==> src/sv/rbpa_pkg.sv <==
// Shared types and constants for the region bump page allocator.
// No dependencies; used by rbpa_ctrl, rbpa_datapath and the top level.
`default_nettype none

package rbpa_pkg;

    localparam int DEFAULT_MAX_REGIONS = 32;

    localparam int ADDR_W       = 32;
    localparam int WIDE_W       = 64;
    localparam int TYPE_W       = 32;
    localparam int PAGE_COUNT_W = 21;
    localparam int PAGE_SHIFT   = 12;
    localparam int SIZE_W       = PAGE_COUNT_W + PAGE_SHIFT;
    localparam int END_W        = SIZE_W + 1;

    localparam logic [ADDR_W-1:0] ALIGN_MASK  = ~((ADDR_W'(1) << PAGE_SHIFT) - ADDR_W'(1));
    localparam logic [ADDR_W-1:0] PAGE_ROUND  = (ADDR_W'(1) << PAGE_SHIFT) - ADDR_W'(1);
    localparam logic [TYPE_W-1:0] USABLE_TYPE = TYPE_W'(1);

    localparam logic [1:0] OP_INIT  = 2'd0;
    localparam logic [1:0] OP_LOAD  = 2'd1;
    localparam logic [1:0] OP_ALLOC = 2'd2;

    typedef struct packed {
        logic init;         // empty table (reset fill count and index), reload next-free address
        logic load;         // append region at fill count
        logic latch_count;  // capture page count of an allocate
        logic advance;      // step to next region
        logic raise;        // lift next-free address to region start
        logic commit;       // bump next-free address past the allocation
        logic res_en;       // emit a result beat
        logic res_fail;
        logic res_nfa;      // result address is the next-free address
    } rbpa_cmd_t;

    typedef struct packed {
        logic table_full;
        logic pre_fail;
        logic fits;
        logic has_next;
    } rbpa_status_t;

endpackage

`default_nettype wire

==> src/sv/rbpa_datapath.sv <==
// Datapath of the page allocator: region table memory, counters, next-free
// address and result registers. Depends on rbpa_pkg.
`default_nettype none

module rbpa_datapath #(
    parameter int MAX_REGIONS = rbpa_pkg::DEFAULT_MAX_REGIONS
) (
    input  wire logic                               clk,
    input  wire logic                               rst_n,
    input  wire rbpa_pkg::rbpa_cmd_t                cmd,
    output rbpa_pkg::rbpa_status_t                  status,
    input  wire logic                               cfg_write_en,
    input  wire logic [rbpa_pkg::ADDR_W-1:0]        image_end_address,
    input  wire logic [rbpa_pkg::WIDE_W-1:0]        region_base,
    input  wire logic [rbpa_pkg::WIDE_W-1:0]        region_length,
    input  wire logic [rbpa_pkg::TYPE_W-1:0]        region_type,
    input  wire logic [rbpa_pkg::PAGE_COUNT_W-1:0]  page_count,
    output logic                                    done,
    output logic [rbpa_pkg::ADDR_W-1:0]             page_address,
    output logic                                    failed
);

    localparam int CNT_W = $clog2(MAX_REGIONS + 1);
    localparam int IDX_W = (MAX_REGIONS > 1) ? $clog2(MAX_REGIONS) : 1;
    localparam int AW    = rbpa_pkg::ADDR_W;

    // region table, no reset: only entries below the fill count are used
    logic [AW-1:0] start_mem  [MAX_REGIONS];
    logic [AW-1:0] limit_mem  [MAX_REGIONS];
    logic          usable_mem [MAX_REGIONS];

    logic [AW-1:0] rd_start_reg;
    logic [AW-1:0] rd_limit_reg;
    logic          rd_usable_reg;

    logic [AW-1:0]                     image_end_reg;
    logic [CNT_W-1:0]                  loaded_reg, loaded_next;
    logic [CNT_W-1:0]                  current_reg, current_next;
    logic [AW-1:0]                     nfa_reg, nfa_next;
    logic [rbpa_pkg::PAGE_COUNT_W-1:0] count_reg;
    logic                              done_reg;
    logic [AW-1:0]                     page_address_reg;
    logic                              failed_reg;

    logic [rbpa_pkg::SIZE_W-1:0] size;
    logic [rbpa_pkg::END_W-1:0]  end_sum;
    logic [CNT_W:0]              current_inc;
    logic [AW-1:0]               load_limit;

    assign size        = {count_reg, rbpa_pkg::PAGE_SHIFT'(0)};
    assign end_sum     = rbpa_pkg::END_W'(nfa_reg) + rbpa_pkg::END_W'(size);
    assign current_inc = {1'b0, current_reg} + (CNT_W + 1)'(1);
    assign load_limit  = region_base[AW-1:0] + region_length[AW-1:0];

    assign status.table_full = (loaded_reg == CNT_W'(MAX_REGIONS));
    assign status.pre_fail   = (count_reg == '0) || (current_reg >= loaded_reg)
                               || (end_sum[rbpa_pkg::END_W-1:AW] != '0);
    assign status.fits       = rd_usable_reg && (nfa_reg >= rd_start_reg)
                               && (end_sum < rbpa_pkg::END_W'(rd_limit_reg));
    assign status.has_next   = (current_inc < {1'b0, loaded_reg});

    always_comb
    begin
        loaded_next  = loaded_reg;
        current_next = current_reg;
        nfa_next     = nfa_reg;
        if (cmd.init)
        begin
            loaded_next  = '0;
            current_next = '0;
            nfa_next     = (image_end_reg + rbpa_pkg::PAGE_ROUND) & rbpa_pkg::ALIGN_MASK;
        end
        if (cmd.load)
        begin
            loaded_next = loaded_reg + CNT_W'(1);
        end
        if (cmd.advance)
        begin
            current_next = current_inc[CNT_W-1:0];
        end
        if (cmd.raise && (nfa_reg < rd_start_reg))
        begin
            nfa_next = rd_start_reg;
        end
        if (cmd.commit)
        begin
            nfa_next = end_sum[AW-1:0];
        end
    end

    always_ff @(posedge clk)
    begin
        if (cmd.load)
        begin
            start_mem[loaded_reg[IDX_W-1:0]]  <= region_base[AW-1:0];
            limit_mem[loaded_reg[IDX_W-1:0]]  <= load_limit;
            usable_mem[loaded_reg[IDX_W-1:0]] <= (region_type == rbpa_pkg::USABLE_TYPE);
        end
        rd_start_reg  <= start_mem[current_reg[IDX_W-1:0]];
        rd_limit_reg  <= limit_mem[current_reg[IDX_W-1:0]];
        rd_usable_reg <= usable_mem[current_reg[IDX_W-1:0]];
    end

    always_ff @(posedge clk)
    begin
        if (cmd.latch_count)
        begin
            count_reg <= page_count;
        end
        if (cmd.res_en)
        begin
            page_address_reg <= cmd.res_nfa ? nfa_reg : '0;
            failed_reg       <= cmd.res_fail;
        end
    end

    always_ff @(posedge clk or negedge rst_n)
    begin
        if (!rst_n)
        begin
            image_end_reg <= '0;
            loaded_reg    <= '0;
            current_reg   <= '0;
            nfa_reg       <= '0;
            done_reg      <= 1'b0;
        end
        else
        begin
            if (cfg_write_en)
            begin
                image_end_reg <= image_end_address;
            end
            loaded_reg  <= loaded_next;
            current_reg <= current_next;
            nfa_reg     <= nfa_next;
            done_reg    <= cmd.res_en;
        end
    end

    assign done         = done_reg;
    assign page_address = page_address_reg;
    assign failed       = failed_reg;

endmodule

`default_nettype wire

==> src/sv/rbpa_ctrl.sv <==
// Controller of the page allocator: decodes commands and sequences the
// region walk of an allocate. Depends on rbpa_pkg.
`default_nettype none

module rbpa_ctrl (
    input  wire logic                   clk,
    input  wire logic                   rst_n,
    input  wire logic                   start,
    input  wire logic [1:0]             opcode,
    input  wire rbpa_pkg::rbpa_status_t status,
    output rbpa_pkg::rbpa_cmd_t         cmd,
    output logic                        busy
);

    localparam logic [2:0] ST_IDLE  = 3'd0;
    localparam logic [2:0] ST_PRE   = 3'd1;  // count, exhaustion, overflow checks
    localparam logic [2:0] ST_FIT   = 3'd2;  // test current region
    localparam logic [2:0] ST_ADV   = 3'd3;  // table read of new region in flight
    localparam logic [2:0] ST_RAISE = 3'd4;

    logic [2:0] state_reg, state_next;

    always_comb
    begin
        cmd        = '0;
        state_next = state_reg;
        case (state_reg)
            ST_IDLE:
            begin
                if (start)
                begin
                    case (opcode)
                        rbpa_pkg::OP_INIT:
                        begin
                            cmd.init   = 1'b1;
                            cmd.res_en = 1'b1;
                        end
                        rbpa_pkg::OP_LOAD:
                        begin
                            cmd.load     = !status.table_full;
                            cmd.res_en   = 1'b1;
                            cmd.res_fail = status.table_full;
                        end
                        rbpa_pkg::OP_ALLOC:
                        begin
                            cmd.latch_count = 1'b1;
                            state_next      = ST_PRE;
                        end
                        default:
                        begin
                            cmd.res_en = 1'b1;
                        end
                    endcase
                end
            end
            ST_PRE:
            begin
                if (status.pre_fail)
                begin
                    cmd.res_en   = 1'b1;
                    cmd.res_fail = 1'b1;
                    state_next   = ST_IDLE;
                end
                else
                begin
                    state_next = ST_FIT;
                end
            end
            ST_FIT:
            begin
                if (status.fits)
                begin
                    cmd.commit  = 1'b1;
                    cmd.res_en  = 1'b1;
                    cmd.res_nfa = 1'b1;
                    state_next  = ST_IDLE;
                end
                else
                begin
                    cmd.advance = 1'b1;
                    if (status.has_next)
                    begin
                        state_next = ST_ADV;
                    end
                    else
                    begin
                        // walk ran off the table; index is left at the fill count
                        cmd.res_en   = 1'b1;
                        cmd.res_fail = 1'b1;
                        state_next   = ST_IDLE;
                    end
                end
            end
            ST_ADV:
            begin
                state_next = ST_RAISE;
            end
            ST_RAISE:
            begin
                cmd.raise  = 1'b1;
                state_next = ST_FIT;
            end
            default:
            begin
                state_next = ST_IDLE;
            end
        endcase
    end

    always_ff @(posedge clk or negedge rst_n)
    begin
        if (!rst_n)
        begin
            state_reg <= ST_IDLE;
        end
        else
        begin
            state_reg <= state_next;
        end
    end

    assign busy = (state_reg != ST_IDLE);

endmodule

`default_nettype wire

==> src/sv/region_bump_page_allocator.sv <==
// Top level of the region bump page allocator: controller plus datapath.
// Depends on rbpa_pkg, rbpa_ctrl and rbpa_datapath.
//
//   channel   handshake            payload
//   command   start / busy         opcode, region_base, region_length,
//                                  region_type, page_count
//   result    done (1-cycle beat)  page_address, failed
//   config    cfg_write_en         image_end_address
//
// Init, load and unused opcodes: busy stays low; the result beat shows the
// cycle after accept, while the next command may already be taken.
// Allocate: busy ends in ST_PRE on an early fail (zero count, no region left,
// overflow), else in ST_FIT after the region walk; the beat shows as busy drops.
// Reset clears counters and the next-free address; the table is not cleared.
// The receiver cannot stall: every result beat is taken as it appears.
`default_nettype none

module region_bump_page_allocator #(
    parameter int MAX_REGIONS = rbpa_pkg::DEFAULT_MAX_REGIONS
) (
    input  wire logic                               clk,
    input  wire logic                               rst_n,
    input  wire logic                               start,
    output logic                                    busy,
    input  wire logic [1:0]                         opcode,
    input  wire logic [rbpa_pkg::WIDE_W-1:0]        region_base,
    input  wire logic [rbpa_pkg::WIDE_W-1:0]        region_length,
    input  wire logic [rbpa_pkg::TYPE_W-1:0]        region_type,
    input  wire logic [rbpa_pkg::PAGE_COUNT_W-1:0]  page_count,
    input  wire logic                               cfg_write_en,
    input  wire logic [rbpa_pkg::ADDR_W-1:0]        image_end_address,
    output logic                                    done,
    output logic [rbpa_pkg::ADDR_W-1:0]             page_address,
    output logic                                    failed
);

    rbpa_pkg::rbpa_cmd_t    cmd;
    rbpa_pkg::rbpa_status_t status;

    rbpa_ctrl u_ctrl (
        .clk    (clk),
        .rst_n  (rst_n),
        .start  (start),
        .opcode (opcode),
        .status (status),
        .cmd    (cmd),
        .busy   (busy)
    );

    rbpa_datapath #(
        .MAX_REGIONS (MAX_REGIONS)
    ) u_datapath (
        .clk               (clk),
        .rst_n             (rst_n),
        .cmd               (cmd),
        .status            (status),
        .cfg_write_en      (cfg_write_en),
        .image_end_address (image_end_address),
        .region_base       (region_base),
        .region_length     (region_length),
        .region_type       (region_type),
        .page_count        (page_count),
        .done              (done),
        .page_address      (page_address),
        .failed            (failed)
    );

endmodule

`default_nettype wire
==> config.mk <==
export PLATFORM = sky130hd
export DESIGN_NAME = region_bump_page_allocator
export DESIGN_NICKNAME = d
export VERILOG_FILES = /design/src/sv/rbpa_pkg.sv /design/src/sv/rbpa_datapath.sv /design/src/sv/rbpa_ctrl.sv /design/src/sv/region_bump_page_allocator.sv
export SDC_FILE = /design/constraint.sdc
export NUM_CORES = 2
export LEC_CHECK = 0
export BUFFER_PORTS_ARGS = -buffer_cell sky130_fd_sc_hd__buf_2
export CAP_MARGIN = 10
export CELL_PAD_IN_SITES_DETAIL_PLACEMENT = 0
export CELL_PAD_IN_SITES_GLOBAL_PLACEMENT = 1
export CORE_MARGIN = 4
export CORE_UTILIZATION = 25
export DETAILED_ROUTE_END_ITERATION = 10
export PLACE_DENSITY = 0.43
export SLEW_MARGIN = 20
export SYNTH_ARGS = -nofsm -noshare
export SYNTH_HDL_FRONTEND = slang
export SYNTH_SLANG_ARGS = --single-unit
==> constraint.sdc <==
create_clock -name clk -period 10.1 [get_ports clk]
set_input_delay 0.505 -clock clk [delete_from_list [all_inputs] [get_ports clk]]
set_output_delay 0.505 -clock clk [all_outputs]
set_load 0.02 [all_outputs]
==> out/metrics.yaml <==
post-layout-total-power_mw: 25.7
port-buffer-count: 189
grt_first_pass_wirelength_um: 391000
viasPerCell: 4.59
worstPathRequired_ps: 10850
crit_type: "register to register"
synth_compound_area_frac: 0.0206
synth_edf_count: 2134
synth_top_cell_by_area: "edfxtp_1"
syn_nets: 4471
final_common_cell: "edfxtp_1"
synthArstFlopShare: 0.0351
dpl.hpwl_um: 158000
synth_top_family_by_area: "multiplexers"
dr.pass1.iters: 5
wl_per_cell_um: 29.9
htree_levels: 5
yosysWarnings: 0
timing.fmax_ghz: 0.178
p_int_mw: 18.7
relSlewSlack: 0.275
slew_viol_final: 0
post-route-period-util: 0.555
ys_seq_elements: 2279
crit_chain: "ha_1, fa_1, a211oi_2, o21a_1, o21ai_1, a221o_1, and2_1, o21a_1, nor2_1, xnor2_1, ha_1, a21o_1, a21o_1, a21o_1, a21o_1, a221oi_1, o21a_2, and4_2, buf_4, nor3b_1, a211o_1"
die_x_um: 608
synth_simple_gate_area_frac: 0.0194
synthXorXnorAreaFrac: 0.00671
overflow: 0
cpPeakStageDelay_ps: 510
antenna_found_initial: 45
rsz0062_at_grt: "no"
yosys.area_share.adder: 0.0186
num_rows: 220
vdd_drop_max_mv: 0.185
worstSkewPairLatency_ps: 880
switching_share: 0.272
p_leak_nw: 33.5
syn_area_per_cell_sq_um: 21.9
clock-skew-final_ps: 43.4
post_cts_resized: 0
cts.sinks: 2279
synthCells: 4119
synth.area.mux_share: 0.174
core_area_sq_um: 359000
synthTopCellsByArea: "edfxtp_1 71%, mux4_2 16%, dfrtp_1 2.2%"
final_cell_mix: "2,134 x edfxtp_1, 650 x mux4_2, 279 x clkbuf_16"
die_y_um: 608
fin_setup_tns_ps: 0
yosysUniqueCellTypes: 71
end_kind: "register"
period_needed_ps: 5600
cp_num_buf_inv: 1
p_switching_mw: 6.99
maxCapViolations: 0
wl_um: 285000
grt_use_total: 0.151
drtAntennaViolNets: 0
grt_max_degree: 128
path_max_fanout: 54
ios: 254
pwr-share-clk: 0.362
p_seq_frac: 0.434
drcViolationCount: 0
synthDominantCellAreaShare: 0.712
ys_seq_area_frac: 0.748
synthFlopType: "edfxtp_1"
start_util: 0.251
hold_class: "primary input to async pin"
drt_iter0_drc: 3822
clock_tree.root_cell: "clkbuf_16"
clk_path_buf_depth: 4
vias: 43863
worst_slew_pin_slew_ps: 1090
dieArea_sq_um: 370000
powerDensity_nw_per_um2: 240
first_global_vias: 45670
pwr-share-comb: 0.205
gp_congestion: 0.757
cpMostUsedCell: "a21o_1"
cts_tree: "done"
status: "complete, no violations"
area_growth_pct: 18.7
drive_above_1_share: 0.313
cts_made_buffers: 264
cts.reportedPaths.clkPinSlew_ps: 70
cp-start-kind: "register"
arrival_ps: 6360
nets: 4916
critical_path.slowest_cell: "buf_4"
setup_viol: 0
netlist_area_sq_um: 90000
cp_top_family: "compound AO/OA/AOI/OAI gates"
hold_viol: 0
## synthesized netlist by cell type, types with 16 or more instances
| library cell | number |
|---|---|
| buf_2 | 16 |
| a21oi_1 | 57 |
| nor2_1 | 85 |
| nand4_1 | 22 |
| dfrtp_1 | 80 |
| buf_1 | 26 |
| nor4_1 | 16 |
| xnor2_1 | 43 |
| mux4_2 | 650 |
| dfxtp_1 | 65 |
| nand2_1 | 57 |
| nor3b_1 | 18 |
| a21o_1 | 52 |
| o21ai_0 | 58 |
| clkbuf_1 | 142 |
| and2_1 | 32 |
| ha_1 | 131 |
| xor2_1 | 26 |
| edfxtp_1 | 2134 |
| mux2_2 | 93 |
| nor3_1 | 17 |
| inv_1 | 89 |
| a211o_1 | 20 |
| o22ai_1 | 19 |
| nand3_1 | 43 |
## area by class of cell
type,instances,area [sq um]
Timing Repair Buffer,366,2630
Fill cell,35010,252000
Clock inverter,109,845
Inverter,89,334
Sequential cell,2279,67400
Clock buffer,367,7460
Tap cell,4773,5970
Antenna cell,4,10.0
Multi-Input combinational cell,1564,22300
## logic make-up (layout without fill, tap and decap cells)
family,count (synthesis),count (layout)
flops,2279,2279
xor+xnor,69,69
simple gates,339,339
buf+inv,276,931
compound gates,279,279
fa+ha+maj,133,133
other cells,0,4
mux,744,744
## worst paths after layout
check                      cells after the start                        end  slack (ps)                       start
setup / recovery                              21     u_datapath.nfa_reg[16]        4500      u_datapath.nfa_reg[12]
hold / removal                                 2     u_datapath.nfa_reg[21]         130                       rst_n
setup reg to reg                              21     u_datapath.nfa_reg[16]        4500      u_datapath.nfa_reg[12]
hold reg to reg                                2      u_datapath.nfa_reg[5]         490  u_datapath.rd_start_reg[5]
max in group asynchronous                      3  u_datapath.current_reg[1]        8740                       rst_n
min in group clk                               3          u_datapath.failed         140                   opcode[0]
## power groups by stage
stage                     sequential (mW)  clock [mW]  combinational, mW
after floorplan                      11.2           0               3.66
after global placement               11.3           0               5.36
after detailed placement             11.3           0               5.37
after CTS                            11.2        9.60               5.40
after global routing                 11.2        9.99               5.73
final                                11.1        9.29               5.26
## per-layer routing
layer / wire [um] / global-route usage / vias to the layer above
met2: 140000 / 0.252 / 1062
met1: 129000 / 0.210 / 24234
li1: - / - / 18250
met4: 5400 / 0.0319 / 2
met5: 13 / 0 / -
met3: 11700 / 0.0199 / 315
## timing repair
item / in CTS / in global routing
hold buffers: 54 / 0
endpoints found under the hold margin: 87 / 0
setup buffers: 0 / 0
## stage by stage
step                      instance area, sq um  instances  setup WS (ps)  hold slack (ps)   util
after floorplan                          90000       4119           4140              209      -
after global placement                   97800       9012           4330              483  0.272
after detailed placement                 97900       9017           4170              486  0.273
after CTS                               107000       9547           4490             21.6  0.297
after global routing                    107000       9548           4130             96.8  0.298
final                                   107000       9551           4500              132  0.298
Power figures use the tool's default switching activity.
